### config.mk
export PLATFORM = sky130hd
export DESIGN_NAME = trial_division_prime_test_top
export DESIGN_NICKNAME = d
export VERILOG_FILES = /design/src/rtl/core/tdp_pkg.sv /design/src/rtl/core/trial_division_prime_test_top.sv /design/src/rtl/core/tdp_rem_unit.sv /design/src/rtl/core/tdp_div_gen.sv
export SDC_FILE = /design/constraint.sdc
export NUM_CORES = 1
export LEC_CHECK = 0
export BUFFER_PORTS_ARGS = -buffer_cell sky130_fd_sc_hd__buf_2
export CAP_MARGIN = 20
export CORE_ASPECT_RATIO = 1.2
export CORE_MARGIN = 3
export CORE_UTILIZATION = 62
export CTS_CLUSTER_DIAMETER = 80
export DETAILED_ROUTE_END_ITERATION = 10
export PLACE_DENSITY = 0.93
export SLEW_MARGIN = 10
export SYNTH_ARGS = -nofsm -noshare
export SYNTH_HDL_FRONTEND = slang
export SYNTH_SLANG_ARGS = --single-unit
### constraint.sdc
create_clock -name clk -period 4.04 [get_ports clk]
set_input_delay 0.202 -clock clk [delete_from_list [all_inputs] [get_ports clk]]
set_output_delay 0.202 -clock clk [all_outputs]
set_load 0.1 [all_outputs]
### src/rtl/core/tdp_pkg.sv
// Shared constants and control and status types of the trial division prime test block.
package tdp_pkg;

	localparam int NUM_W    = 32;
	localparam int CAND_W   = 32;
	localparam int FACTOR_W = 16;
	localparam int DIV_W    = NUM_W / 2 + 1;
	localparam int SQ_W     = NUM_W + 1;
	localparam int CNT_W    = $clog2(NUM_W);

	localparam int DIV_FIRST = 3;
	localparam int DIV_STEP  = 2;
	localparam int EVEN_PRIME = 2;

	typedef struct packed {
		logic div_init;
		logic div_advance;
		logic rem_load;
	} ctrl_t;

	typedef struct packed {
		logic done;
		logic zero;
	} rem_sts_t;

endpackage

### src/rtl/core/trial_division_prime_test_top.sv
// Top level of the trial division prime test block.
//
//  channel  | handshake          | payload
//  ---------+--------------------+----------------------------------
//  input    | start & !busy      | candidate[31:0]
//  result   | done (one cycle)   | is_prime, smallest_factor[15:0]
//
// Negative values, 0, 1, 2 and even values: result in the cycle after transfer.
// Odd values: for each odd trial divisor, one bound check plus the bit-serial
// remainder unit (one quotient bit per cycle), then, for a prime, one final bound
// check, and then the registered result.
// Reset clears control state asynchronously; no memory, no clearing pass.
// The receiver cannot stall: done pulses once per item, busy stays low while idle.
module trial_division_prime_test_top (
	input  logic                          clk,
	input  logic                          arst_n,
	input  logic                          start,
	input  logic [tdp_pkg::CAND_W-1:0]    candidate,
	output logic                          busy,
	output logic                          done,
	output logic                          is_prime,
	output logic [tdp_pkg::FACTOR_W-1:0]  smallest_factor
);

	typedef enum logic [2:0] {
		ST_IDLE   = 3'b001,
		ST_BOUND  = 3'b010,
		ST_DIVIDE = 3'b100
	} state_t;

	state_t                        state_q;
	state_t                        state_nxt;
	logic [tdp_pkg::NUM_W-1:0]     n_q;
	logic [tdp_pkg::NUM_W-1:0]     n_in;
	logic                          done_q;
	logic                          prime_q;
	logic [tdp_pkg::FACTOR_W-1:0]  factor_q;
	logic                          emit;
	logic                          emit_prime;
	logic [tdp_pkg::FACTOR_W-1:0]  emit_factor;
	logic                          accept;
	tdp_pkg::ctrl_t                ctrl;
	tdp_pkg::rem_sts_t             rem_sts;
	logic [tdp_pkg::DIV_W-1:0]     divisor;
	logic                          in_range;

	assign n_in   = tdp_pkg::NUM_W'($unsigned(candidate));
	assign accept = start && (state_q == ST_IDLE);

	always_comb begin
		state_nxt        = state_q;
		ctrl             = '0;
		emit             = 1'b0;
		emit_prime       = 1'b0;
		emit_factor      = '0;
		unique case (state_q)
			ST_IDLE: begin
				if (start) begin
					if (n_in[tdp_pkg::NUM_W-1] || (n_in < tdp_pkg::NUM_W'(2))) begin
						emit = 1'b1;
					end else if (n_in == tdp_pkg::NUM_W'(tdp_pkg::EVEN_PRIME)) begin
						emit       = 1'b1;
						emit_prime = 1'b1;
					end else if (!n_in[0]) begin
						emit        = 1'b1;
						emit_factor = tdp_pkg::FACTOR_W'(tdp_pkg::EVEN_PRIME);
					end else begin
						ctrl.div_init = 1'b1;
						state_nxt     = ST_BOUND;
					end
				end
			end
			ST_BOUND: begin
				if (in_range) begin
					ctrl.rem_load = 1'b1;
					state_nxt     = ST_DIVIDE;
				end else begin
					emit       = 1'b1;
					emit_prime = 1'b1;
					state_nxt  = ST_IDLE;
				end
			end
			ST_DIVIDE: begin
				if (rem_sts.done) begin
					if (rem_sts.zero) begin
						emit        = 1'b1;
						emit_factor = tdp_pkg::FACTOR_W'(divisor);
						state_nxt   = ST_IDLE;
					end else begin
						ctrl.div_advance = 1'b1;
						state_nxt        = ST_BOUND;
					end
				end
			end
			default: begin
				state_nxt = ST_IDLE;
			end
		endcase
	end

	always_ff @(posedge clk or negedge arst_n) begin
		if (!arst_n) begin
			state_q <= ST_IDLE;
			done_q  <= 1'b0;
		end else begin
			state_q <= state_nxt;
			done_q  <= emit;
		end
	end

	always_ff @(posedge clk) begin
		if (accept) begin
			n_q <= n_in;
		end
		if (emit) begin
			prime_q  <= emit_prime;
			factor_q <= emit_factor;
		end
	end

	tdp_div_gen u_div_gen (
		.clk      (clk),
		.ctrl     (ctrl),
		.number   (n_q),
		.divisor  (divisor),
		.in_range (in_range)
	);

	tdp_rem_unit u_rem_unit (
		.clk     (clk),
		.arst_n  (arst_n),
		.ctrl    (ctrl),
		.number  (n_q),
		.divisor (divisor),
		.sts     (rem_sts)
	);

	assign busy            = (state_q != ST_IDLE);
	assign done            = done_q;
	assign is_prime        = prime_q;
	assign smallest_factor = factor_q;

endmodule

### src/rtl/core/tdp_rem_unit.sv
// Bit-serial remainder unit: one quotient bit per cycle, flags a zero remainder.
module tdp_rem_unit (
	input  logic                       clk,
	input  logic                       arst_n,
	input  tdp_pkg::ctrl_t             ctrl,
	input  logic [tdp_pkg::NUM_W-1:0]  number,
	input  logic [tdp_pkg::DIV_W-1:0]  divisor,
	output tdp_pkg::rem_sts_t          sts
);

	logic [tdp_pkg::NUM_W-1:0] nsh_q;
	logic [tdp_pkg::DIV_W-1:0] rem_q;
	logic [tdp_pkg::CNT_W-1:0] cnt_q;
	logic                      run_q;

	logic [tdp_pkg::DIV_W:0]   trial;
	logic [tdp_pkg::DIV_W+1:0] diff;
	logic [tdp_pkg::DIV_W-1:0] rem_nxt;

	assign trial   = {rem_q, nsh_q[tdp_pkg::NUM_W-1]};
	assign diff    = {1'b0, trial} - {2'b00, divisor};
	assign rem_nxt = diff[tdp_pkg::DIV_W+1] ? trial[tdp_pkg::DIV_W-1:0]
	                                        : diff[tdp_pkg::DIV_W-1:0];

	assign sts.done = run_q && (cnt_q == '0);
	assign sts.zero = (rem_nxt == '0);

	always_ff @(posedge clk or negedge arst_n) begin
		if (!arst_n) begin
			run_q <= 1'b0;
			cnt_q <= '0;
		end else if (ctrl.rem_load) begin
			run_q <= 1'b1;
			cnt_q <= tdp_pkg::CNT_W'(tdp_pkg::NUM_W - 1);
		end else if (run_q) begin
			cnt_q <= cnt_q - tdp_pkg::CNT_W'(1);
			if (cnt_q == '0) begin
				run_q <= 1'b0;
			end
		end
	end

	always_ff @(posedge clk) begin
		if (ctrl.rem_load) begin
			nsh_q <= number;
			rem_q <= '0;
		end else if (run_q) begin
			nsh_q <= {nsh_q[tdp_pkg::NUM_W-2:0], 1'b0};
			rem_q <= rem_nxt;
		end
	end

endmodule

### src/rtl/core/tdp_div_gen.sv
// Odd divisor generator with its running square for the bound test.
module tdp_div_gen (
	input  logic                       clk,
	input  tdp_pkg::ctrl_t             ctrl,
	input  logic [tdp_pkg::NUM_W-1:0]  number,
	output logic [tdp_pkg::DIV_W-1:0]  divisor,
	output logic                       in_range
);

	logic [tdp_pkg::DIV_W-1:0] d_q;
	logic [tdp_pkg::SQ_W-1:0]  sq_q;

	assign divisor  = d_q;
	assign in_range = (sq_q <= tdp_pkg::SQ_W'(number));

	// (d + 2)^2 = d^2 + 4d + 4
	always_ff @(posedge clk) begin
		if (ctrl.div_init) begin
			d_q  <= tdp_pkg::DIV_W'(tdp_pkg::DIV_FIRST);
			sq_q <= tdp_pkg::SQ_W'(tdp_pkg::DIV_FIRST * tdp_pkg::DIV_FIRST);
		end else if (ctrl.div_advance) begin
			d_q  <= d_q + tdp_pkg::DIV_W'(tdp_pkg::DIV_STEP);
			sq_q <= sq_q + tdp_pkg::SQ_W'({d_q, 2'b00})
			        + tdp_pkg::SQ_W'(tdp_pkg::DIV_STEP * tdp_pkg::DIV_STEP);
		end
	end

endmodule

==> key figures, run 1 <==
Synth
  – Syn Area/Cell: between 9 and 10 µm²
  – Number of flops mapped to enable cells by yosys: 81
  – Post-Synthesis Cells: roughly 900
  – Mux cell area share after synthesis: 0.0628
  – Simple logic cell fraction of the synthesized area: 0.160
  – Yosys warns: 0
  – Compound-Gate Fraction of Synth Area: 0.155
  – Largest family of logic cells by synthesized area: simple AND/OR/NAND/NOR gates
  – Sequential-to-total area share from yosys stat: 0.442
  – Post-synthesis cell type count: 73
  – Syn nets: 1,013
  – Post-Syn Area: 8920 µm²
  – Main flop type after synthesis: edfxtp_1
  – Register bit total from synthesis: 154
  – FFs w/ async S/R, synth: 0.0649
  – XOR/XNOR share of the synthesized area: 0.0206
  – Adder-cell share of the synthesized area: 0.115

Timing
  – Slew @ Worst Pin: 0.862 ns
  – Max Fclk: 259 MHz
  – Max transition margin: 0.424
  – Worst setup margin: ~0.17 ns
  – Clock period minus worst slack: slightly below 4 ns
  – Finish-stage setup viols: 0
  – RSZ-0062 raised after global routing: false
  – Final period util: 0.957
  – Max Slew Vio Count: 0
  – Setup_tns: 0 ns
  – Endpoints failing hold: 0
  – Worst Clk Skew: about 0.012 ns

Routing
  – Drt pass-1 iters: 5
  – Antenna Nets Post-Route: 0
  – Via count: between 7k and 8k
  – Initial DRC count: around 700
  – # DRC: 0
  – WL/cell: ~21 µm
  – Via density: around 6.5
  – Routed WL: 24,200 µm

Floorplan
  – Die X: about 120 µm
  – Die ar.: 15,900 µm²
  – Core Region: around 14,000 µm²
  – Initial Util: 0.640
  – Chip height: about 140 µm
  – Top-level I/O count: between 50 and 60
  – Row Count: 47

Placement
  – Final GP Congestion: between 0.9 and 1
  – Placement Setup Slack: 0.170 ns
  – Dpl hpwl: 16,000 µm
  – IO buf count: 53

Pwr
  – Max IR drop VDD: ~0.00035 V
  – Power Dens Cells: between 500 and 600 nW/µm²
  – Leak: 4.40 nW

Final layout
  – Synth-to-Final Area Change: 16.0%
  – Final net count: about 1.1k
  – Share of cells above drive strength 1: 0.161
  – # fillers: 832
  – N_diodes: 0

Outcome
  – Outcome: finished clean

Setup path
  – Crit Path Category: flip-flop to flip-flop
  – Flop-to-flop setup slack: ~0.17 ns
  – Reg2Reg Depth: 13
  – Critical path startpoint category: flip-flop
  – Worst reg2reg endpoint: u_div_gen.sq_q[25]$_SDFFE_PP0P_
  – CP max stage cell: or4_1
  – Worst stage delay on the critical path: between 0.5 and 0.6 ns
  – Worst setup endpoint: u_div_gen.sq_q[25]$_SDFFE_PP0P_
  – Crit path DAT: roughly 4.2 ns
  – Worst path required time: 4.39 ns
  – Maximum fanout along the worst path: 13
  – CP Launch Point: u_div_gen.divisor[3]$_SDFFE_PP0P_
  – R2R Path Start: u_div_gen.divisor[3]$_SDFFE_PP0P_
  – Crit-path cells: inv_1 -> ha_1 -> o21ai_1 -> o21bai_2 -> a31oi_4 -> o21ba_2 -> o21a_4 -> o31ai_2 -> and4b_2 -> nand2b_2 -> buf_4 -> or4_1 -> a21oi_1
  – Crit. End Element: flip-flop

Global route
  – Vias in the first global route: approximately 7.7k
  – Initial antenna violation count: 0
  – First-pass GRT wire length: 38,400 µm
  – Grt total ovfl: 0
  – Pin count of the biggest net entering global routing: 40
  – GRT Total Usage: 0.313

Clocking
  – CTS HTree Levels: 4
  – Worst-path clk slew: about 0.070 ns
  – Post-CTS setup buffer count: 0
  – Clk Latency, worst-skew pair: roughly 0.44 ns
  – TritonCTS Sinks: 154
  – Clock root buffer: clkbuf_16
  – CTS tree: built
  – CTS max path bufs: 2
  – Total CTS buffers: 17

Run
  – Max-Cap Viols: 0

Hold path
  – Hold crit path type: primary input to flip-flop
cells in the final DEF, fill, tap and decap left out, drive strengths merged, types with 20 or more instances in the layout:
cell	n
a21o	20
nand2	91
a21oi	53
mux2	32
o21ai	30
a211oi	23
inv	72
mux2i	20
ha	79
dfxtp	63
edfxtp	81
buf	75
nor2	77
dlygate4sd3	32
stage by stage:
stage	std cells	hold slack [ns]	util	instance area, µm²	total power, mW
floorplan	897	-0.0936	-	8920	3.47
global placement	1110	0.0809	0.677	9430	3.88
detailed placement	1110	0.0739	0.677	9430	3.91
CTS	1174	0.0118	0.739	10300	5.42
global route	1175	0.0320	0.743	10300	5.78
finish	1175	0.0371	0.743	10300	5.54
repair_timing:
action / in CTS / in global routing
endpoints found under the hold margin: 41 / 0
hold buffers: 32 / 0
resized for setup: 0 / 13
setup endpoints to repair: 0 / 54
layout make-up:
class	count	area (µm²)	area share
Clock buffer	17	425	0.0411
Clock inverter	15	115	0.0111
Inverter	64	240	0.0232
Multi-Input combinational cell	647	4630	0.447
Sequential cell	154	3950	0.381
Tap cell	171	214	0.0207
Timing Repair Buffer	107	779	0.0753
sequential cells by signal (all words and copies together), names as in the netlist:
name and flops:
u_rem_unit.cnt_q 5, u_rem_unit.run_q 1, done 1, n_q 32, is_prime 1, u_div_gen.sq_q 30, smallest_factor 16, u_rem_unit.rem_q 17
state_q 3, u_rem_unit.nsh_q 32, u_div_gen.divisor 16
where the power goes:
part | switching [mW] | internal, mW
logic | 1.16 | 0.757
registers | 0.187 | 1.94
clock network | 0.696 | 0.798
cells by family after synthesis:
kind of cell,Yosys count
mux,52
buf+inv,96
flops,154
simple gates,291
compound gates,202
xor+xnor,21
fa+ha+maj,81
synthesized netlist by cell type, drive strengths merged (19+ instances only):
| cell | number | area [µm²] |
|---|---|---|
| a211oi | 23 | 178 |
| a21o | 20 | 150 |
| a21oi | 53 | 269 |
| clkbuf | 22 | 82.6 |
| dfxtp | 63 | 1260 |
| edfxtp | 81 | 2430 |
| ha | 79 | 988 |
| inv | 64 | 240 |
| mux2 | 32 | 360 |
| mux2i | 20 | 200 |
| nand2 | 91 | 342 |
| nand3 | 19 | 95.1 |
| nor2 | 77 | 289 |
| nor4 | 19 | 125 |
| o21ai | 30 | 150 |
critical path, delay by kind of cell, from the launching register on:
| family | cells | cell delay [ns] |
|---|---|---|
| fa+ha+maj | 1 | 0.38 |
| buf+inv | 2 | 0.35 |
| compound gates | 7 | 1.49 |
| simple gates | 3 | 1.13 |
| flops | 1 | 0.43 |
per-layer routing:
layer,vias up,global-route usage,part of all wire
li1,3490,-,-
met1,3661,0.355,0.37
met2,409,0.557,0.51
met3,120,0.0510,0.068
met4,0,0.169,0.050
met5,-,0,0
worst min-delay path by stage:
stage	endpoint	slack (ns)	start	cells past startpoint
2_1_floorplan	done$_DFF_PN0_	-0.09	arst_n	0
5_1_grt	n_q[31]$_DFFE_PP_	0.03	candidate[31]	1
3_5_place_dp	u_rem_unit.run_q$_DFF_PN0_	0.07	arst_n	1
3_3_place_gp	u_rem_unit.run_q$_DFF_PN0_	0.08	arst_n	1
4_1_cts	n_q[31]$_DFFE_PP_	0.01	candidate[31]	1
6_report	n_q[31]$_DFFE_PP_	0.04	candidate[31]	1
No activity file was read; power rests on OpenSTA's default activity.
==> run 2: changes to the inputs <==
- CORE_ASPECT_RATIO: 1.2 -> 1.1
- MAX_ROUTING_LAYER: not set -> met4
- PLACE_DENSITY: 0.93 -> 0.85
==> key figures, run 2 (synthesis results as in run 1) <==
Placement
  – Final GP Congestion: between 0.9 and 1
  – Dpl hpwl: 15,300 µm
  – Placed Area: 9410 µm²
  – IO buf count: 53

Timing
  – Max Slew Vio Count: 0
  – Endpoints failing hold: 0
  – Slew @ Worst Pin: roughly 1.0 ns
  – Max transition margin: 0.319
  – Max Fclk: 258 MHz
  – Final period util: 0.960
  – Worst Clk Skew: approximately 0.012 ns
  – Finish-stage setup viols: 0
  – RSZ-0062 raised after global routing: false
  – Clock period minus worst slack: ~3.9 ns
  – Setup_tns: 0 ns

Pwr
  – Max IR drop VDD: 0.000353 V
  – Int Power: about 3.7 mW
  – Switching Fraction: 0.343
  – Clock share of power: 0.300
  – Psw: between 1.5 and 2 mW
  – Sequential cell fraction of total power: 0.379
  – Power Dens Cells: between 500 and 600 nW/µm²
  – Leak: about 4.4 nW
  – Logic pwr share: 0.321

Run
  – Max-Cap Viols: 0

Final layout
  – Final net count: 1,101
  – Commonest cells after routing, fill and taps aside: nand2_1 (91), edfxtp_1 (81), ha_1 (79), nor2_1 (76), inv_1 (64)
  – N_diodes: 0
  – Commonest non-fill, non-tap cell in the layout: nand2_1
  – Final Cell Area: between 10,000 and 15,000 µm²
  – # fillers: ~960
  – Synth-to-Final Area Change: 16.0%
  – Regs by FF count: n_q (32), u_rem_unit.nsh_q (32), u_div_gen.sq_q (30)
  – Share of cells above drive strength 1: 0.154

Clocking
  – CTS HTree Levels: 4
  – Total CTS buffers: 17
  – CTS max path bufs: 2
  – Clk Latency, worst-skew pair: about 0.43 ns
  – CTS tree: built
  – Worst-path clk slew: roughly 0.060 ns
  – Clock root buffer: clkbuf_16
  – TritonCTS Sinks: ~150

Setup path
  – Crit-path cells: inv_1 -> fa_1 -> a211oi_2 -> o21bai_2 -> a31oi_2 -> o21ai_0 -> and3_1 -> o31ai_2 -> and4b_2 -> or4_4 -> or4_1 -> nand2_1
  – Critical path startpoint category: flip-flop
  – Crit. End Element: flip-flop
  – Maximum fanout along the worst path: 10
  – Crit path DAT: approximately 4.3 ns
  – CP top delay family: simple AND/OR/NAND/NOR gates
  – Flop-to-flop setup slack: 0.16 ns
  – Worst path required time: about 4.4 ns
  – Crit Path Category: flip-flop to flip-flop
  – CP bufs+invs: 1
  – CP max stage cell: or4_4
  – Worst stage delay on the critical path: 0.60 ns

Global route
  – Grt total ovfl: 0
  – Vias in the first global route: about 7.4k
  – GRT Total Usage: 0.298
  – Pin count of the biggest net entering global routing: 36
  – Initial antenna violation count: 0
  – First-pass GRT wire length: 36,700 µm

Routing
  – Routed WL: 22,500 µm
  – Via count: 7,409
  – Antenna Nets Post-Route: 0
  – # DRC: 0
  – Initial DRC count: between 700 and 800
  – Drt pass-1 iters: 5
  – WL/cell: 19.0 µm
  – Via density: 6.25

Floorplan
  – Row Count: 45
  – Die X: roughly 120 µm
  – Top-level I/O count: 54
  – Chip height: about 130 µm
  – Initial Util: 0.639
  – Core Region: around 14,000 µm²
  – Die ar.: approximately 16,000 µm²

Hold path
  – Hold crit path type: primary input to flip-flop

Outcome
  – Outcome: finished clean
run 2: changes by cell type in the layout (fill, tap and decap cells not counted), moves of 2 or more:
cell           change
bufinv_16          +4
buf_12             -2
clkinv_1           -2
dlygate4sd3_1      -2
buf_4              -2
clkbuf_1           +4
inv_6              -6
run 2: path summary, 6_finish.rpt:
path                                                        start                                 end  cells past startpoint
worst max-delay path            u_div_gen.divisor[1]$_SDFFE_PP1P_  u_div_gen.divisor[12]$_SDFFE_PP0P_                     12
worst max register to register  u_div_gen.divisor[1]$_SDFFE_PP1P_  u_div_gen.divisor[12]$_SDFFE_PP0P_                     12
worst min register to register     u_div_gen.sq_q[9]$_SDFFE_PP0P_      u_div_gen.sq_q[9]$_SDFFE_PP0P_                      2
max in group asynchronous                                  arst_n              state_q[0]$_DFFE_PN1P_                      2
worst min-delay path                                 candidate[1]                    n_q[1]$_DFFE_PP_                      1
min in group asynchronous                                  arst_n     u_rem_unit.cnt_q[1]$_DFFE_PN0P_                      2
run 2: worst reg2reg max path: cells and delay by family (launching register included):
family                   cells  cell delay, ns
AND/OR/NAND/NOR              5            1.71
AO/OA/AOI/OAI                5            1.07
adder cells (fa/ha/maj)      1            0.51
flip-flops                   1            0.38
buffers and inverters        1            0.15
run 2: through the flow:
step                      instances  utilization  hold WS (ns)  total power [mW]  worst slack (ns)
after global routing           1186        0.741        0.0275              5.90            0.0289
after floorplan                 897            -       -0.0936              3.47             0.315
after CTS                      1186        0.739       0.00757              5.57             0.184
final                          1186        0.741        0.0320              5.63             0.160
after detailed placement       1124        0.674        0.0724              3.88             0.213
after global placement         1124        0.674        0.0717              3.85             0.281
run 2: layout make-up:
cell class	count	area [µm²]	area share
timing repair buffer	101	704	0.0681
multi-input combinational	647	4610	0.445
tap	188	235	0.0227
clock buffer	21	440	0.0426
inverter	64	240	0.0232
sequential	154	3950	0.381
clock inverter	11	171	0.0166
run 2: timing repair:
| item | 4_1_cts | 5_1_grt |
|---|---|---|
| setup buffers | 0 | 0 |
| setup endpoints to repair | 0 | 31 |
| hold buffers | 30 | 0 |
| hold endpoints to repair | 39 | 0 |
| resized for setup | 0 | 7 |
run 2: power groups by stage:
stage	combinational (mW)	sequential [mW]	clock [mW]
floorplan	1.31	2.16	0
global placement	1.70	2.14	0
detailed placement	1.73	2.15	0
CTS	1.77	2.12	1.69
global route	1.99	2.15	1.76
finish	1.81	2.13	1.69
run 2: metal layers:
layer / vias up / GRT usage / part of all wire
li1: 3493 / - / -
met1: 3540 / 0.373 / 0.41
met2: 310 / 0.485 / 0.49
met3: 66 / 0.0489 / 0.060
met4: 0 / 0.118 / 0.033
met5: - / - / 0
==> run 3: changes to the inputs <==
- PLACE_DENSITY: 0.85 -> not set
- PLACE_DENSITY_LB_ADDON: not set -> 0.3
==> key figures, run 3 (synthesis results as in run 1) <==
Run
  – Max-Cap Viols: 0

Routing
  – Antenna Nets Post-Route: 0
  – Met3 WL: ~1100 µm
  – # DRC: 0
  – Routed WL: around 21,000 µm
  – Top Metal Used: met4
  – Drt pass-1 iters: 5
  – Metal-1 WL: 9080 µm
  – WL/cell: around 18 µm
  – Via density: between 6 and 7
  – Routed length on met2: 10,400 µm
  – Initial DRC count: around 430
  – Via count: 7,202

Floorplan
  – Die ar.: around 16,000 µm²
  – Row Count: 45
  – Die X: 120 µm
  – Initial Util: 0.639
  – Top-level I/O count: 54
  – Core Region: 14,000 µm²
  – Chip height: 132 µm

Placement
  – Dpl hpwl: about 15,000 µm
  – IO buf count: 53
  – Placement Setup Slack: between 0.09 and 0.1 ns
  – Final GP Congestion: 0.936
  – Placed Area: ~9400 µm²

Setup path
  – Crit path DAT: 4.25 ns
  – Critical path startpoint category: flip-flop
  – Reg2Reg Depth: 13
  – Crit Path Category: flip-flop to flip-flop
  – CP max stage cell: or4_4
  – CP bufs+invs: 2
  – Maximum fanout along the worst path: 10
  – CP top delay family: simple AND/OR/NAND/NOR gates
  – Worst path required time: roughly 4.4 ns
  – Crit-path cells: inv_1 -> fa_1 -> a211oi_2 -> o21bai_2 -> a31oi_2 -> buf_4 -> o21ai_0 -> and3_1 -> o31ai_4 -> and4b_2 -> or4_4 -> nor4_2 -> mux2i_1
  – Crit path depth: 13
  – R2R Path Start: u_div_gen.divisor[1]$_SDFFE_PP1P_
  – Flop-to-flop setup slack: 0.15 ns
  – Worst reg2reg endpoint: u_div_gen.divisor[16]$_SDFFE_PP0P_
  – Crit. End Element: flip-flop
  – Worst stage delay on the critical path: 0.60 ns

Hold path
  – Cell count of the worst hold path: 1
  – Worst Hold End: n_q[31]$_DFFE_PP_
  – HP Start: candidate[31]
  – Hold crit path type: primary input to flip-flop

Final layout
  – N_diodes: 0
  – Final Cell Area: approximately 10,000 µm²
  – Area of the multi-input gates: 4610 µm²
  – Share of cells above drive strength 1: 0.162
  – # fillers: 991
  – Synth-to-Final Area Change: 16.4%
  – Regs by FF count: n_q (32), u_rem_unit.nsh_q (32), u_div_gen.sq_q (30)
  – Commonest non-fill, non-tap cell in the layout: nand2_1
  – Commonest cells after routing, fill and taps aside: nand2_1 (91), edfxtp_1 (81), ha_1 (79), nor2_1 (76), inv_1 (64)
  – Final net count: roughly 1.1k
  – Reg area: about 3900 µm²

Clocking
  – Worst-path clk slew: about 0.070 ns
  – Clock root buffer: clkbuf_16
  – Clk Latency, worst-skew pair: around 0.43 ns
  – CTS max path bufs: 2
  – TritonCTS Sinks: around 150
  – CTS HTree Levels: 4
  – Total CTS buffers: 17
  – CTS tree: built

Timing
  – Max transition margin: 0.431
  – Clock period minus worst slack: about 3.9 ns
  – Slew @ Worst Pin: ~0.85 ns
  – Max Slew Vio Count: 0
  – Final period util: 0.963
  – Endpoints failing hold: 0
  – Worst Clk Skew: roughly 0.0092 ns
  – Worst setup margin: ~0.15 ns
  – Finish-stage setup viols: 0
  – Max Fclk: roughly 260 MHz

Global route
  – Grt total ovfl: 0
  – Initial antenna violation count: 0
  – Pin count of the biggest net entering global routing: 36
  – First-pass GRT wire length: between 30,000 and 40,000 µm
  – GRT Total Usage: 0.279
  – Vias in the first global route: 6,935

Outcome
  – Outcome: finished clean

Pwr
  – Max IR drop VDD: approximately 0.00036 V
  – Power Dens Cells: 532 nW/µm²
  – Leak: 4.41 nW
run 3: routing by layer:
layer  vias to the layer above  global-route usage
li1                       3497                   -
met1                      3409               0.348
met2                       243               0.454
met3                        53              0.0545
met4                         0              0.0970
met5                         -                   -
run 3: layout make-up:
type / count / share of cell area
multi-input cells: 647 / 0.444
flip-flops and latches: 154 / 0.380
clock buffers: 17 / 0.0410
clock inverters: 15 / 0.0137
repair buffers: 107 / 0.0747
well taps: 188 / 0.0227
inverters: 64 / 0.0231
run 3: power breakdown:
part	switching [mW]	internal (mW)	total [mW]
Combinational	1.09	0.747	1.84
Sequential	0.199	1.94	2.14
Clock	0.691	0.858	1.55
run 3: metrics by stage:
step	cells	hold WS, ns	power [mW]	TNS, ns	util
floorplan	897	-0.0936	3.47	0	-
global placement	1125	0.0767	3.86	0	0.676
detailed placement	1125	0.0790	3.89	0	0.676
CTS	1189	0.00527	5.46	0	0.740
global route	1192	0.0195	5.82	-0.443	0.743
finish	1192	0.0184	5.52	0	0.743
run 3: how the worst max path moves through the flow:
stage | slack, ns | endpoint | from
floorplan | 0.32 | is_prime$_DFFE_PP_ | u_div_gen.divisor[1]$_SDFFE_PP1P_
global placement | 0.14 | u_div_gen.divisor[15]$_SDFFE_PP0P_ | u_div_gen.divisor[1]$_SDFFE_PP1P_
detailed placement | 0.09 | u_div_gen.divisor[15]$_SDFFE_PP0P_ | u_div_gen.divisor[1]$_SDFFE_PP1P_
CTS | 0.07 | u_div_gen.divisor[15]$_SDFFE_PP0P_ | u_div_gen.divisor[11]$_SDFFE_PP0P_
global route | -0.03 | smallest_factor[13]$_DFFE_PP_ | u_div_gen.divisor[1]$_SDFFE_PP1P_
finish | 0.15 | u_div_gen.divisor[16]$_SDFFE_PP0P_ | u_div_gen.divisor[1]$_SDFFE_PP1P_
run 3: timing repair:
item                                    in CTS  in global routing
gates resized for setup                      0                  9
buffers inserted                             0                  3
hold endpoints to repair                    41                  0
endpoints found under the setup margin       0                 46
hold buffers                                32                  0
run 3: worst reg2reg max path, delay by kind of cell (launching register included):
family                   cells  cell delay [ns]
flip-flops                   1             0.37
AND/OR/NAND/NOR              4             1.50
multiplexers                 1             0.22
adder cells (fa/ha/maj)      1             0.50
AO/OA/AOI/OAI                5             0.98
buffers and inverters        2             0.27
